`src/sv/kss_pkg.sv`:
```
// kss_pkg: shared types and constants for the kth smallest stream tracker.
// Used by kss_max_scan and kth_smallest_stream_tracker; no dependencies.
`timescale 1ns / 1ps
package kss_pkg;

	localparam int DataW = 32;
	localparam int KthW  = 5;

	typedef struct packed {
		logic signed [DataW-1:0] value;
		logic                    last;
	} kss_item_t;

	typedef struct packed {
		logic signed [DataW-1:0] kth_value;
		logic                    found;
	} kss_result_t;

	typedef enum logic {
		ST_IDLE,
		ST_SCAN
	} kss_state_t;

endpackage

```
`src/sv/kss_ram.sv`:
```
// kss_ram: generic single-write, single-read synchronous RAM, registered read.
// No dependencies.
`timescale 1ns / 1ps
module kss_ram #(
	parameter int Width = 32,
	parameter int Depth = 16,
	parameter int AddrW = (Depth > 1) ? $clog2(Depth) : 1
) (
	input  logic             clk,
	input  logic             we,
	input  logic [AddrW-1:0] waddr,
	input  logic [Width-1:0] wdata,
	input  logic             re,
	input  logic [AddrW-1:0] raddr,
	output logic [Width-1:0] rdata
);

	logic [Width-1:0] mem [Depth];
	logic [Width-1:0] rdata_q;

	always_ff @(posedge clk) begin
		if (we) begin
			mem[waddr] <= wdata;
		end
		if (re) begin
			rdata_q <= mem[raddr];
		end
	end

	assign rdata = rdata_q;

endmodule

```
`src/sv/kss_max_scan.sv`:
```
// kss_max_scan: walks kept entries 0..k-1 through the RAM read port and
// keeps a running maximum (first index wins ties). Depends on kss_pkg.
`timescale 1ns / 1ps
module kss_max_scan import kss_pkg::*; #(
	parameter int KMax = 16,
	parameter int CntW = $clog2(KMax + 1),
	parameter int AddrW = (KMax > 1) ? $clog2(KMax) : 1
) (
	input  logic                    clk,
	input  logic                    arst_n,
	input  logic                    start,
	input  logic [CntW-1:0]         k_use,
	output logic                    rd_en,
	output logic [AddrW-1:0]        rd_addr,
	input  logic [DataW-1:0]        rd_data,
	output logic                    done,
	output logic signed [DataW-1:0] max_val,
	output logic [AddrW-1:0]        max_idx
);

	logic                    active_q;
	logic [CntW-1:0]         issue_q;
	logic                    rd_vld_s1;
	logic [AddrW-1:0]        rd_idx_s1;
	logic signed [DataW-1:0] best_val_q;
	logic [AddrW-1:0]        best_idx_q;
	logic                    take;
	logic [CntW-1:0]         k_last;

	assign rd_en   = active_q && (issue_q < k_use);
	assign rd_addr = issue_q[AddrW-1:0];
	assign k_last  = k_use - CntW'(1);
	assign take    = rd_vld_s1 && ((rd_idx_s1 == '0) || ($signed(rd_data) > best_val_q));
	assign done    = rd_vld_s1 && (CntW'(rd_idx_s1) == k_last);

	// final compare is folded into the outputs so done and max line up
	assign max_val = take ? $signed(rd_data) : best_val_q;
	assign max_idx = take ? rd_idx_s1 : best_idx_q;

	always_ff @(posedge clk or negedge arst_n) begin
		if (!arst_n) begin
			active_q  <= 1'b0;
			issue_q   <= '0;
			rd_vld_s1 <= 1'b0;
		end else begin
			rd_vld_s1 <= rd_en;
			if (start) begin
				active_q <= 1'b1;
				issue_q  <= '0;
			end else if (done) begin
				active_q <= 1'b0;
			end else if (rd_en) begin
				issue_q <= issue_q + CntW'(1);
			end
		end
	end

	always_ff @(posedge clk) begin
		rd_idx_s1 <= rd_addr;
		if (take) begin
			best_val_q <= $signed(rd_data);
			best_idx_q <= rd_idx_s1;
		end
	end

endmodule

```
`src/sv/kth_smallest_stream_tracker.sv`:
```
// kth_smallest_stream_tracker: top level, keeps the k smallest values of a set.
// Depends on kss_pkg, kss_ram and kss_max_scan.
`timescale 1ns / 1ps
// Streams signed 32-bit values, flagged last on the final value of each set,
// and reports the kth smallest value of the set on the last transfer (found
// low and kth_value zero when the set held fewer than k values). The kept
// values live in a K_MAX-entry RAM; the largest kept value and its index sit
// in registers. While the kept set is filling, and whenever a new value does
// not displace the largest one, an item needs no rescan. An item that replaces
// the largest kept value overwrites that entry and then rescans all k entries
// through the single RAM read port to find the new largest, and the input stalls
// until the rescan is done. kth is 0..31 written through cfg_we/cfg_wdata; 0
// acts as 1 and values above K_MAX act as K_MAX. A write also empties the
// current set. A new item can be accepted in the cycle the previous result
// transfers; while the consumer stalls a pending result, the input stalls too.
module kth_smallest_stream_tracker import kss_pkg::*; #(
	parameter int K_MAX = 16
) (
	input  logic              clk,
	input  logic              arst_n,
	input  logic              item_valid,
	output logic              item_stall,
	input  kss_item_t         item,
	output logic              result_valid,
	input  logic              result_stall,
	output kss_result_t       result,
	input  logic              cfg_we,
	input  logic [KthW-1:0]   cfg_wdata
);

	localparam int CntW  = $clog2(K_MAX + 1);
	localparam int AddrW = (K_MAX > 1) ? $clog2(K_MAX) : 1;

	kss_state_t              state_q, state_d;
	logic [KthW-1:0]         kth_q;
	logic [CntW-1:0]         count_q;
	logic signed [DataW-1:0] max_val_q;
	logic [AddrW-1:0]        max_idx_q;
	logic                    last_pend_q;
	logic                    result_valid_q;
	kss_result_t             result_q;

	logic [CntW-1:0]         k_use;
	logic                    item_xfer;
	logic                    full;
	logic                    grow_max;
	logic                    replace;
	logic                    start_scan;
	logic                    load_direct;
	kss_result_t             direct_res;
	logic signed [DataW-1:0] fill_max;

	logic                    ram_we;
	logic [AddrW-1:0]        ram_waddr;
	logic                    ram_re;
	logic [AddrW-1:0]        ram_raddr;
	logic [DataW-1:0]        ram_rdata;
	logic                    scan_done;
	logic signed [DataW-1:0] scan_max;
	logic [AddrW-1:0]        scan_idx;

	// rank in use: clamp to 1..K_MAX
	always_comb begin
		if (kth_q == '0) begin
			k_use = CntW'(1);
		end else if (32'(kth_q) > K_MAX) begin
			k_use = CntW'(K_MAX);
		end else begin
			k_use = CntW'(kth_q);
		end
	end

	// input stalls during a rescan and while the consumer holds a pending result
	assign item_stall = (state_q != ST_IDLE) || (result_valid_q && result_stall);
	assign item_xfer  = item_valid && !item_stall;

	assign full     = (count_q == k_use);
	assign grow_max = (count_q == '0) || (item.value > max_val_q);
	assign fill_max = grow_max ? item.value : max_val_q;
	assign replace  = full && (item.value < max_val_q);

	assign start_scan  = item_xfer && replace;
	assign load_direct = item_xfer && item.last && !replace;

	// result for an item that needs no rescan
	always_comb begin
		direct_res = '0;
		if (full) begin
			direct_res.kth_value = max_val_q;
			direct_res.found     = 1'b1;
		end else if ((count_q + CntW'(1)) == k_use) begin
			direct_res.kth_value = fill_max;
			direct_res.found     = 1'b1;
		end
	end

	always_comb begin
		state_d = state_q;
		case (state_q)
			ST_IDLE: begin
				if (start_scan) begin
					state_d = ST_SCAN;
				end
			end
			ST_SCAN: begin
				if (scan_done) begin
					state_d = ST_IDLE;
				end
			end
			default: state_d = ST_IDLE;
		endcase
	end

	always_ff @(posedge clk or negedge arst_n) begin
		if (!arst_n) begin
			state_q <= ST_IDLE;
		end else begin
			state_q <= state_d;
		end
	end

	// count, rank and the pending-last flag
	always_ff @(posedge clk or negedge arst_n) begin
		if (!arst_n) begin
			kth_q       <= KthW'(1);
			count_q     <= '0;
			last_pend_q <= 1'b0;
		end else begin
			if (cfg_we) begin
				kth_q   <= cfg_wdata;
				count_q <= '0;
			end else if (item_xfer) begin
				if (item.last) begin
					count_q <= '0;
				end else if (!full) begin
					count_q <= count_q + CntW'(1);
				end
			end
			if (start_scan) begin
				last_pend_q <= item.last;
			end else if (scan_done) begin
				last_pend_q <= 1'b0;
			end
		end
	end

	// largest kept value; only meaningful while count_q is nonzero
	always_ff @(posedge clk) begin
		if (item_xfer && !full) begin
			if (grow_max) begin
				max_val_q <= item.value;
				max_idx_q <= count_q[AddrW-1:0];
			end
		end else if (state_q == ST_SCAN && scan_done) begin
			max_val_q <= scan_max;
			max_idx_q <= scan_idx;
		end
	end

	// output register
	always_ff @(posedge clk or negedge arst_n) begin
		if (!arst_n) begin
			result_valid_q <= 1'b0;
		end else if (load_direct || (scan_done && last_pend_q)) begin
			result_valid_q <= 1'b1;
		end else if (!result_stall) begin
			result_valid_q <= 1'b0;
		end
	end

	always_ff @(posedge clk) begin
		if (load_direct) begin
			result_q <= direct_res;
		end else if (scan_done && last_pend_q) begin
			result_q.kth_value <= scan_max;
			result_q.found     <= 1'b1;
		end
	end

	assign result_valid = result_valid_q;
	assign result       = result_q;

	// fill writes the next free entry, replace overwrites the largest one
	assign ram_we    = item_xfer && (!full || replace);
	assign ram_waddr = full ? max_idx_q : count_q[AddrW-1:0];

	kss_ram #(
		.Width (DataW),
		.Depth (K_MAX)
	) u_ram (
		.clk   (clk),
		.we    (ram_we),
		.waddr (ram_waddr),
		.wdata (item.value),
		.re    (ram_re),
		.raddr (ram_raddr),
		.rdata (ram_rdata)
	);

	kss_max_scan #(
		.KMax (K_MAX)
	) u_scan (
		.clk     (clk),
		.arst_n  (arst_n),
		.start   (start_scan),
		.k_use   (k_use),
		.rd_en   (ram_re),
		.rd_addr (ram_raddr),
		.rd_data (ram_rdata),
		.done    (scan_done),
		.max_val (scan_max),
		.max_idx (scan_idx)
	);

`ifndef NO_ASSERTIONS
	// no result is ever waiting while a rescan runs
	a_scan_no_result: assert property (@(posedge clk) disable iff (!arst_n)
		(state_q == ST_SCAN) |-> !result_valid_q)
		else $error("result pending during rescan");

	// kept count never passes the rank in use
	a_count_bound: assert property (@(posedge clk) disable iff (!arst_n)
		count_q <= k_use)
		else $error("kept count above rank");

	// a not-found result carries zero
	a_not_found_zero: assert property (@(posedge clk) disable iff (!arst_n)
		(result_valid_q && !result_q.found) |-> (result_q.kth_value == '0))
		else $error("not-found result is nonzero");

	// a rescan only finishes while in the scan state
	a_done_in_scan: assert property (@(posedge clk) disable iff (!arst_n)
		scan_done |-> (state_q == ST_SCAN))
		else $error("rescan done outside scan state");
`endif

endmodule
```
`config.mk`:
```
export PLATFORM = sky130hd
export DESIGN_NAME = kth_smallest_stream_tracker
export DESIGN_NICKNAME = d
export VERILOG_FILES = /design/src/sv/kss_pkg.sv /design/src/sv/kss_ram.sv /design/src/sv/kss_max_scan.sv /design/src/sv/kth_smallest_stream_tracker.sv
export SDC_FILE = /design/constraint.sdc
export NUM_CORES = 1
export LEC_CHECK = 0
export BUFFER_PORTS_ARGS = -buffer_cell sky130_fd_sc_hd__buf_2
export CORE_MARGIN = 2
export CORE_UTILIZATION = 35
export CTS_BUF_LIST = sky130_fd_sc_hd__clkbuf_4 sky130_fd_sc_hd__clkbuf_8 sky130_fd_sc_hd__clkbuf_16
export DETAILED_ROUTE_END_ITERATION = 12
export PLACE_DENSITY = 0.62
export SKIP_CTS_REPAIR_TIMING = 1
export SYNTH_ARGS = -nofsm -noshare
export SYNTH_HDL_FRONTEND = slang
export SYNTH_HIERARCHICAL = 1
export SYNTH_SLANG_ARGS = --single-unit
```
`constraint.sdc`:
```
create_clock -name clk -period 5.6 [get_ports clk]
set_input_delay 0.56 -clock clk [delete_from_list [all_inputs] [get_ports clk]]
set_output_delay 0.56 -clock clk [all_outputs]
set_load 0.01 [all_outputs]
```
==> impl_metrics.csv <==
group,metric,value,unit
sta,fin_crit,4406,ps
sta,hold_viol,0,
clocking,cts_tree,"built",
logic_synthesis,syn_inst,1653,
sta,timing.fmax,227.0,MHz
pwr,power_density,482.6,mW/mm²
sta,finalMaxSlewViolations,0,
layout,final_cell_mix,"613 x edfxtp_1, 130 x nand2_1, 128 x mux4_2",
layout,multi_input_area,0.007953,mm²
clocking,cts-htree-levels,3,
clocking,clkTransAtPathRegs,60,ps
floorplanning,initial_core_util,35.27,%
worst_setup_path,cp_max_fo,20,
layout,syn2layout_area_growth,14.41,%
logic_synthesis,synth_warnings,6,
logic_synthesis,netlist_area,0.02831,mm²
grt,antenna_found_initial,6,
placement,dp_hpwl,41.87,mm
detailed_routing,ant_nets,0,
placement,place_inst,2747,
worst_setup_path,worstSetupPathType,"reg -> reg",
detailed_routing,drtPass1Iterations,5,
sta,max_slew_margin,18.43,%
clocking,numCtsBuffers,70,
worst_setup_path,cp-end-kind,"register",
detailed_routing,drc,0,
layout,final_common_cell,"edfxtp_1",
floorplanning,design.die.area,0.08319,mm²
placement,dpl_cell_area,0.03007,mm²
logic_synthesis,syn_area_per_cell,17.13,µm²
detailed_routing,vias_per_cell,5.443,
logic_synthesis,ys_seq_elements,673,
pwr,power,15630,µW
detailed_routing,drtIter0Drc,1506,
clocking,cts_root_buf,"clkbuf_16",
worst_setup_path,ff2ff_path_depth,8,
clocking,cts_buffer_depth,3,
worst_hold_path,hold_path_startpoint,"result_stall",
layout,nets,1875,
layout,seq_area,0.01972,mm²
sta,period_share,78.68,%
logic_synthesis,synthFlopType,"edfxtp_1",
clocking,insertion_delay,600,ps
layout,final_cells,2874,
grt,overflow,0,
floorplanning,core,0.08029,mm²
run,max-cap-violations,0,
layout,fillers,7099,
sta,finalSetupTns,0,ps
worst_setup_path,cp.arrival,4690,ps
worst_setup_path,r2r-start,"kth_q[4]$_DFFE_PN0P_",
worst_hold_path,min_to,"result_valid$_DFFE_PN0P_",
floorplanning,ios,78,
worst_setup_path,cp.required,5880,ps
grt,grt.total_usage,16.69,%
sta,rsz0062_at_grt,"no",
sta,clock_skew,29.32,ps
floorplanning,rows,104,
detailed_routing,vias,15640,
status,status,"completed",
clocking,cts.sinks,673,
layout,antenna_cells,0,
grt,grt_pass1_wl,103.1,mm
logic_synthesis,syn-num-nets,1768,
layout,final_area,0.03240,mm²
sta,setup_violations,0,
worst_setup_path,rrSetupSlack,1190,ps
logic_synthesis,async_flop_share,2.972,%
pwr,leakagePower,0.01142,µW
sta,tightestPinTransition,1221,ps
layout,drive_gt1_share,25.14,%
logic_synthesis,yosysUniqueCellTypes,71,
placement,gp_congestion,0.8135,
floorplanning,die_h,288.4,µm
detailed_routing,avgRoutedWirePerCell,23.99,µm
worst_hold_path,hold_class,"in -> reg",
placement,io_buffers,77,
floorplanning,die_x,288.4,µm
detailed_routing,wirelength,68.96,mm
grt,grt_max_degree,76,
logic_synthesis,synth_edf_count,613,
worst_setup_path,r2r_end,"u_ram/mem[1][10]$_DFFE_PP_",
pwr,peakVddDrop,0.2898,mV
logic_synthesis,seq_area_frac_synth,69.61,%
grt,grt_pass1_vias,15830,
worst_setup_path,start_kind,"register",
worst_hold_path,holdPathStages,2,
[state kept, by name (all words and copies together) (netlist names), 5 cells and up]
name               cells
u_ram/mem            512
result                33
max_val_q             32
u_ram/rdata           32
u_scan/best_val_q     32
count_q                5
kth_q                  5
u_scan/issue_q         5
[critical path: stages, from the launching register on]
cell      delay (ps)
dfrtp_1          500
nor2b_1          330
xnor2_1          200
and3_1           200
and2_1           800
o21ai_0          580
nand2b_1         500
nor2_4           670
buf_12           260
[cell families (layout without fill, tap and decap cells)]
| kind of cell | Yosys count | count (layout) | synth area share, % |
|---|---|---|---|
| buffers and inverters | 170 | 331 | 2.886 |
| adder cells (fa/ha/maj) | 72 | 72 | 3.182 |
| flip-flops | 673 | 673 | 69.61 |
| XOR/XNOR | 15 | 15 | 0.4640 |
| AO/OA/AOI/OAI | 251 | 251 | 6.085 |
| AND/OR/NAND/NOR | 273 | 273 | 4.521 |
| multiplexers | 199 | 199 | 13.25 |
[where the power goes]
part	leakage (µW)	total (µW)	switching, µW	internal [µW]
clock	0.00116	4680	1900	2780
combinational	0.00415	4390	2460	1940
sequential	0.00611	6560	426	6130
total	0.0114	15600	4780	10900
[worst max-delay path by stage]
stage                          from                         end  slack [ps]  cells after the start
2_1_floorplan              item[32]   u_ram/mem[0][0]$_DFFE_PP_         220                     11
3_3_place_gp               item[32]   u_ram/mem[1][8]$_DFFE_PP_        1070                     12
3_5_place_dp               item[32]  u_ram/mem[1][10]$_DFFE_PP_        1020                     12
4_1_cts        kth_q[4]$_DFFE_PN0P_  u_ram/mem[1][10]$_DFFE_PP_        1220                      8
5_1_grt        kth_q[4]$_DFFE_PN0P_  u_ram/mem[1][10]$_DFFE_PP_         950                      8
6_report       kth_q[4]$_DFFE_PN0P_  u_ram/mem[1][10]$_DFFE_PP_        1190                      8
[layout make-up]
class	count	share of cell area (%)
Clock buffer	87	5.963
Clock inverter	39	1.186
Inverter	84	0.9733
Multi-Input combinational cell	810	24.55
Sequential cell	673	60.86
Tap cell	1060	4.094
Timing Repair Buffer	121	2.371
[through the flow]
stage               hold WS (ps)  worst slack, ps  utilization [%]
finish                     187.1             1194            40.35
global route               173.8            952.4            40.35
CTS                       -93.78             1223            40.34
detailed placement         486.4             1016            37.45
global placement           467.8             1070            37.45
floorplan                  264.4            222.8                -
[cell usage after synthesis (5+ instances only)]
cell	number	area (µm²)
nor3_1	9	45.04
o211ai_2	10	125.1
nor2_1	50	187.7
mux2_4	30	450.4
a21o_1	5	37.54
o21ai_0	19	95.09
xor2_1	5	43.79
buf_1	10	37.54
buf_4	18	135.1
ha_1	72	900.9
buf_2	12	60.06
dfrtp_1	19	475.5
edfxtp_1	613	18410
o21ai_1	29	145.1
xnor2_1	10	87.58
nand2_1	132	495.5
mux2i_1	34	340.3
mux2_2	7	78.83
dfxtp_1	40	800.8
nand2b_1	6	37.54
inv_1	84	315.3
mux4_2	128	2883
nand4_1	12	75.07
a21oi_1	65	325.3
nand3_1	26	130.1
or3_1	8	50.05
clkbuf_1	37	138.9
o22ai_1	22	137.6
a22oi_1	67	503.0
nor2b_1	6	37.54
buf_6	5	56.30
[routing by layer]
layer	vias up	global-route usage (%)	wire length (µm)
met5	-	0	69
met4	12	4.482	1350
met3	108	3.033	5295
met2	626	26.28	32130
met1	8158	23.87	30110
li1	6740	-	-
No activity file was read; power rests on OpenSTA's default activity.
